File: src/hdl/dac_pkg.sv
// Shared types and constants for the decimal accumulator machine.
// Depends on nothing; every other file imports it.
package dac_pkg;

  // Decode constants
  localparam logic [31:0] DEC_SPLIT = 32'd10000;
  localparam logic [31:0] READ_MOD  = 32'd1000000;

  // Reciprocals for the constant splits: q = (x * MAGIC) >> SHIFT, exact for 32-bit x
  localparam logic [31:0] DEC_MAGIC  = 32'hD1B7_1759;
  localparam int          DEC_SHIFT  = 45;
  localparam logic [31:0] READ_MAGIC = 32'h431B_DE83;
  localparam int          READ_SHIFT = 50;

  // Opcode field is wide enough for any positive word divided by DEC_SPLIT
  localparam int OP_W = 18;

  localparam logic [OP_W-1:0] OP_ADD  = OP_W'(1);
  localparam logic [OP_W-1:0] OP_SUB  = OP_W'(2);
  localparam logic [OP_W-1:0] OP_MUL  = OP_W'(3);
  localparam logic [OP_W-1:0] OP_DIV  = OP_W'(4);
  localparam logic [OP_W-1:0] OP_LDA  = OP_W'(5);
  localparam logic [OP_W-1:0] OP_STA  = OP_W'(6);
  localparam logic [OP_W-1:0] OP_READ = OP_W'(7);
  localparam logic [OP_W-1:0] OP_DISP = OP_W'(8);
  localparam logic [OP_W-1:0] OP_JMP  = OP_W'(9);
  localparam logic [OP_W-1:0] OP_JNEG = OP_W'(10);
  localparam logic [OP_W-1:0] OP_JZ   = OP_W'(11);
  localparam logic [OP_W-1:0] OP_JPOS = OP_W'(12);
  localparam logic [OP_W-1:0] OP_HALT = OP_W'(13);

  // Request kinds
  localparam logic REQ_LOAD = 1'b0;
  localparam logic REQ_STEP = 1'b1;

  typedef struct packed {
    logic        req_type;
    logic [13:0] load_address;
    logic [31:0] load_value;
    logic [31:0] read_value;
  } req_t;

  typedef struct packed {
    logic        load_ok;
    logic        display_valid;
    logic [31:0] display_value;
    logic        halted;
    logic        divide_fault;
    logic [13:0] next_pc;
  } res_t;

  // Divide selection: word and read splits use the reciprocal unit,
  // the accumulator divide uses the bit-serial divider
  typedef enum logic [1:0] {
    DIV_WORD = 2'd0,
    DIV_ACC  = 2'd1,
    DIV_READ = 2'd2
  } div_sel_e;

  // Controller to datapath
  typedef struct packed {
    logic     latch;
    logic     load_wr;
    logic     fin_state;
    logic     set_halt;
    logic     rd_pc;
    logic     rd_opnd;
    logic     clr_op;
    logic     cap_dec;
    logic     div_start;
    div_sel_e div_sel;
    logic     exec;
  } cmd_t;

  // Datapath to controller
  typedef struct packed {
    logic req_type;
    logic halted;
    logic pc_oob;
    logic word_nop;
    logic div_busy;
    logic need_div;
    logic need_read;
  } stat_t;

endpackage

File: src/hdl/dac_ctrl.sv
// Controller state machine sequencing loads and the fetch, decode, operand read and execute of a step.
// Depends on dac_pkg.
module dac_ctrl
  import dac_pkg::*;
(
  input  logic  clk_i,
  input  logic  rst_ni,
  input  logic  start,
  output logic  busy,
  input  stat_t stat_i,
  output cmd_t  cmd_o
);

  typedef enum logic [6:0] {
    S_IDLE = 7'b0000001,
    S_DISP = 7'b0000010,
    S_DEC  = 7'b0000100,
    S_DIVW = 7'b0001000,
    S_OPRD = 7'b0010000,
    S_CHK  = 7'b0100000,
    S_DIVX = 7'b1000000
  } state_e;

  state_e state_q, state_d;

  always_comb begin
    state_d = state_q;
    cmd_o   = '0;
    cmd_o.div_sel = DIV_WORD;
    case (state_q)
      S_IDLE: begin
        if (start) begin
          cmd_o.latch = 1'b1;
          state_d     = S_DISP;
        end
      end
      // dispatch on request kind and machine state
      S_DISP: begin
        if (stat_i.req_type == REQ_LOAD) begin
          cmd_o.load_wr = 1'b1;
          state_d       = S_IDLE;
        end else if (stat_i.halted) begin
          cmd_o.fin_state = 1'b1;
          state_d         = S_IDLE;
        end else if (stat_i.pc_oob) begin
          cmd_o.set_halt  = 1'b1;
          cmd_o.fin_state = 1'b1;
          state_d         = S_IDLE;
        end else begin
          cmd_o.rd_pc = 1'b1;
          state_d     = S_DEC;
        end
      end
      // split word into opcode and address
      S_DEC: begin
        if (stat_i.word_nop) begin
          cmd_o.clr_op = 1'b1;
          state_d      = S_OPRD;
        end else begin
          cmd_o.div_start = 1'b1;
          cmd_o.div_sel   = DIV_WORD;
          state_d         = S_DIVW;
        end
      end
      S_DIVW: begin
        if (!stat_i.div_busy) begin
          cmd_o.cap_dec = 1'b1;
          state_d       = S_OPRD;
        end
      end
      S_OPRD: begin
        cmd_o.rd_opnd = 1'b1;
        state_d       = S_CHK;
      end
      S_CHK: begin
        if (stat_i.need_div) begin
          cmd_o.div_start = 1'b1;
          cmd_o.div_sel   = DIV_ACC;
          state_d         = S_DIVX;
        end else if (stat_i.need_read) begin
          cmd_o.div_start = 1'b1;
          cmd_o.div_sel   = DIV_READ;
          state_d         = S_DIVX;
        end else begin
          cmd_o.exec = 1'b1;
          state_d    = S_IDLE;
        end
      end
      S_DIVX: begin
        if (!stat_i.div_busy) begin
          cmd_o.exec = 1'b1;
          state_d    = S_IDLE;
        end
      end
      default: state_d = S_IDLE;
    endcase
  end

  always_ff @(posedge clk_i or negedge rst_ni) begin
    if (!rst_ni) begin
      state_q <= S_IDLE;
    end else begin
      state_q <= state_d;
    end
  end

  assign busy = (state_q != S_IDLE);

endmodule

File: config.mk
export PLATFORM = sky130hd
export DESIGN_NAME = dac_ctrl
export DESIGN_NICKNAME = d
export VERILOG_FILES = /design/src/hdl/dac_pkg.sv /design/src/hdl/dac_ctrl.sv
export SDC_FILE = /design/constraint.sdc
export NUM_CORES = 1
export LEC_CHECK = 0
export BUFFER_PORTS_ARGS = -buffer_cell sky130_fd_sc_hd__buf_4
export CAP_MARGIN = 20
export CORE_UTILIZATION = 40
export CTS_BUF_LIST = sky130_fd_sc_hd__clkbuf_4 sky130_fd_sc_hd__clkbuf_8 sky130_fd_sc_hd__clkbuf_16
export CTS_CLUSTER_SIZE = 16
export DETAILED_ROUTE_END_ITERATION = 12
export PLACE_DENSITY = 0.69
export SLEW_MARGIN = 20
export SYNTH_ARGS = -nofsm -noshare
export SYNTH_HDL_FRONTEND = slang
export SYNTH_SLANG_ARGS = --single-unit
File: constraint.sdc
create_clock -name clk_i -period 2.1 [get_ports clk_i]
set_input_delay 0.42 -clock clk_i [delete_from_list [all_inputs] [get_ports clk_i]]
set_output_delay 0.42 -clock clk_i [all_outputs]
set_load 0.02 [all_outputs]
Word-level counts from Yosys, hierarchy flattened

Index checks and enable logic that the tools add are counted.

Eq/ne operators: 11
Mux-type cells: 31
Reductions and logical operators: 1

Operators with widths:

| operator                                                                 | count |
|---|---|
| 7-bit 2-to-1 mux                                                         | 7 |
| 7-bit case mux with 7 select lines                                       | 1 |
| 3-bit 2-to-1 mux                                                         | 5 |
| 1-bit 2-to-1 mux                                                         | 12 |
| 7-bit by 1-bit equality test with 1-bit output (second input constant)   | 1 |
| 7-bit by 2-bit equality test with 1-bit output (second input constant)   | 1 |
| 7-bit by 3-bit equality test with 1-bit output (second input constant)   | 1 |
| 7-bit by 4-bit equality test with 1-bit output (second input constant)   | 1 |
| 7-bit by 5-bit equality test with 1-bit output (second input constant)   | 1 |
| 7-bit by 6-bit equality test with 1-bit output (second input constant)   | 1 |
| 7-bit equality test (second input constant)                              | 1 |
| 7-bit by 1-bit inequality test with 1-bit output (second input constant) | 1 |
| 2-bit inequality test (second input constant)                            | 3 |
| 3-bit case mux with 2 select lines                                       | 1 |
| 5-bit 2-to-1 mux                                                         | 1 |
| 2-bit 2-to-1 mux                                                         | 2 |
| 4-bit 2-to-1 mux                                                         | 1 |
| 3-bit AND reduction                                                      | 1 |
| 1-bit case mux with 2 select lines                                       | 1 |

Bits in registers: 7
Input port bits: 10
Word-level logic and storage cells: 44

Longest topological paths before layout

Depth after elaboration: 4
Mapped depth: 5
Gate-level depth less buffers: 4

Worst setup path before layout

OpenSTA, ideal clock, no wires.

Kind: register to output
From: reg state_q[4]
To: out cmd_o[2] (netlist name)
Arrival time: 1.999 ns
Required time: 1.680 ns
Slack: -0.319 ns
Stages on the path, launching flop included: 5
Path buffers: 1
Path through: dfrtp_1 -> buf_2 -> or4_1 -> or3_1 -> nor3b_1

RTL lines:

| element                  | RTL line        | source |
|---|---|---|
| start: declaration       | dac_ctrl.sv:24  | `state_e state_q, state_d;` |
| start signal: assignment | dac_ctrl.sv:103 | `state_q <= state_d;` |
| end: declaration         | dac_ctrl.sv:11  | `output cmd_t cmd_o` |

==> summary.md <==
| Metric | Value |
|---|---|
| Synth Warn # | `0` |
| CP arrival | `1.94 ns` |
| Fmax | `424 MHz` |
| DR iter-0 viols | `26` |
| PD cells | `756 mW/mm^2` |
| Num rows | `12` |
| Crit path max fanout | `3` |
| Unrepaired setup endpoints after global routing | `true` |
| CTS Buffer Depth | `2` |
| Critical Path Sink Type | `output port` |
| WL final | `1.66 mm` |
| DR WL met3 | `93 um` |
| Vias | `641` |
| Initial antenna violation count | `0` |
| Hold Crit Class | `input port to register` |
| Number of vias per cell | `5.57` |
| Max-Cap Viols | `0` |
| Setup-failing EPs final | `10` |
| Diode count | `0` |
| Fin crit share | `112%` |
| Clock root cell | `clkbuf_4` |
| Detailed placement HPWL | `1.15 mm` |
| Final setup margin | `-0.261 ns` |
| Port buffer count | `22` |
| Worst slew pin tran | `0.324 ns` |
| Final min period | `2.36 ns` |
| Worst Path Required | `1.68 ns` |
| First-pass GRT wire length | `2.46 mm` |
| Seq cells post-synth | `7` |
| Largest net degree at the start of global routing | `11` |
| Crit path launch type | `register` |
| Slew margin rel. | `78.2%` |
| CTS tree | `built` |
| Met1 Wirelength | `696 um` |
| Max Slew Vio Count | `0` |
| Die area | `0.00152 mm^2` |
| Worst setup path class | `register to output port` |
| Area of the multi-input gates | `443 um^2` |
| DRC | `0` |
| GRT Util Overall | `24.0%` |
| Nets | `112` |
| Mapped Area | `546 um^2` |
| Layout cells sized above 1 | `55.4%` |
| Setup Skew | `0.00110 ns` |
| Max FFs per register | `7` |
| CTS H-tree lvls | `1` |
| Worst slack, placed | `-0.0270 ns` |
| Top reg by flops | `state_q` |
| CTS buffer count | `3` |
| Run status | `finished with violations` |
| Fin. Hold Viols | `0` |
| GPL Wtd Cong | `0.786` |
| Core ar. | `0.00119 mm^2` |
| Synth Instances | `67` |
| DR top layer | `met3` |
| Highest ir drop seen on vdd | `406 uV` |
| Violated checks | `setup timing` |
| DR pass1 iterations | `4` |
| Die Span Y | `38.9 um` |
| IO Count | `23` |
| Total negative slack | `-1.79 ns` |
| Register area | `176 um^2` |
| Syn Area/Cell | `8.14 um^2` |
| P&R area growth vs syn | `72.9%` |
| Mapped Nets | `77` |
| WL met2 | `866 um` |
| Leak | `0.452 nW` |
| Seq/Total Area, Yosys | `32.3%` |
| Clock sinks | `7` |
| Post-DR wirelength/cell | `14.4 um` |
| Vias in the first global route | `584` |
| Gr ovfl total | `0` |
| Clock Pin Slew Worst Setup and Hold Paths | `0.05 ns` |
| Die width | `38.9 um` |
| Remaining antenna violation count | `0` |
| Distinct cells, synth | `31` |
| # fillers | `83` |
| Initial Util | `46.0%` |
| Clk Latency, worst-skew pair | `0.25 ns` |
| Biggest registers after layout | `state_q x7` |
-- critical path: stages (launching register included) --
cell	delay, ns
dfrtp_1	0.40
or4_4	0.55
or4b_4	0.53
nor2_4	0.10
buf_6	0.12
-- layout make-up --
class	count	share of cell area, %
inverter	2	0.796
multi-input combinational	55	46.9
tap	14	1.86
sequential	7	18.7
clock buffer	4	3.18
timing repair buffer	33	28.5
-- path summary, 6_finish.rpt --
path	from	endpoint	slack [ns]	depth (start not counted)
max	state_q[3]	cmd_o[11]	-0.26	4
min	stat_i[4]	state_q[2]	0.35	2
max reg2reg	state_q[3]	state_q[4]	0.15	5
min reg2reg	state_q[6]	state_q[6]	0.68	3
max in group asynchronous	rst_ni	state_q[0]	1.37	2
min in group asynchronous	rst_ni	state_q[3]	0.52	2
-- metrics by stage --
step                      power, mW  hold slack [ns]  util (%)  cell area, um^2  std cells
after floorplan               0.391            0.124         -              603         67
after global placement        0.510            0.236      69.6              826        108
after detailed placement      0.512            0.237      69.6              826        108
after CTS                     0.698            0.346      76.6              908        115
after global routing          0.761            0.342      79.5              943        115
final                         0.713            0.347      79.5              943        115
-- power breakdown --
| part | internal [mW] | switching (mW) | leakage, nW |
|---|---|---|---|
| clock network | 0.0856 | 0.0523 | 0.0184 |
| logic | 0.196 | 0.195 | 0.340 |
| registers | 0.160 | 0.0235 | 0.0933 |
-- synthesized netlist by cell type --
master	instances	area, um^2
nor4_1	2	12.5
nand4_1	1	6.26
a21oi_1	2	10.0
and4_1	1	8.76
a21o_1	1	7.51
nor3b_1	3	22.5
and3_1	2	12.5
or4_1	1	7.51
or4_4	1	11.3
nand2_1	3	11.3
inv_1	2	7.51
clkbuf_1	1	3.75
o21bai_4	1	18.8
nor3_1	6	30.0
buf_2	1	5.00
o211ai_1	2	15.0
dfstp_2	1	26.3
a31oi_1	1	6.26
nand2b_1	4	25.0
nor2_1	12	45.0
dfrtp_1	6	150
xnor2_1	1	8.76
nand3b_1	1	7.51
o21ai_0	3	15.0
buf_6	1	11.3
or3_1	1	6.26
a211oi_1	1	7.51
or4b_4	1	13.8
nor4b_1	1	8.76
or2_2	1	6.26
xor2_1	2	17.5
-- kinds of logic after synthesis --
logic type,Yosys count,share of synthesized area [%]
AO/OA/AOI/OAI,11,14.7
buffers and inverters,5,5.04
XOR/XNOR,3,4.82
flip-flops,7,32.3
AND/OR/NAND/NOR,41,43.1
-- cell usage in the layout (no fill, tap or decap), types with 2 or more instances in the layout --
cell type	n
o21ai_0	3
xor2_1	2
a21oi_1	2
nor3_4	2
dfrtp_1	6
buf_6	5
clkbuf_4	4
nor2_4	3
nor2_1	9
and3_1	2
buf_4	27
inv_1	2
nor3_1	3
nor4_2	2
nor3b_2	2
nand2b_1	3
o211ai_1	2
or4_4	2
-- per-layer routing --
metal / GRT usage (%) / up-vias
li1: - / 311
met1: 28.7 / 306
met2: 42.1 / 24
met3: 7.51 / 0
met4: 3.45 / 0
met5: 0 / -
-- what timing repair did --
| action | 4_1_cts | 5_1_grt |
|---|---|---|
| buffers inserted | 2 | 0 |
| pin swaps | 10 | 1 |
| setup endpoints to repair | 11 | 12 |
| resized for setup | 7 | 8 |
| endpoints found under the hold margin | 6 | 0 |
| hold buffers | 1 | 0 |
No activity file was read; power rests on OpenSTA's default activity.
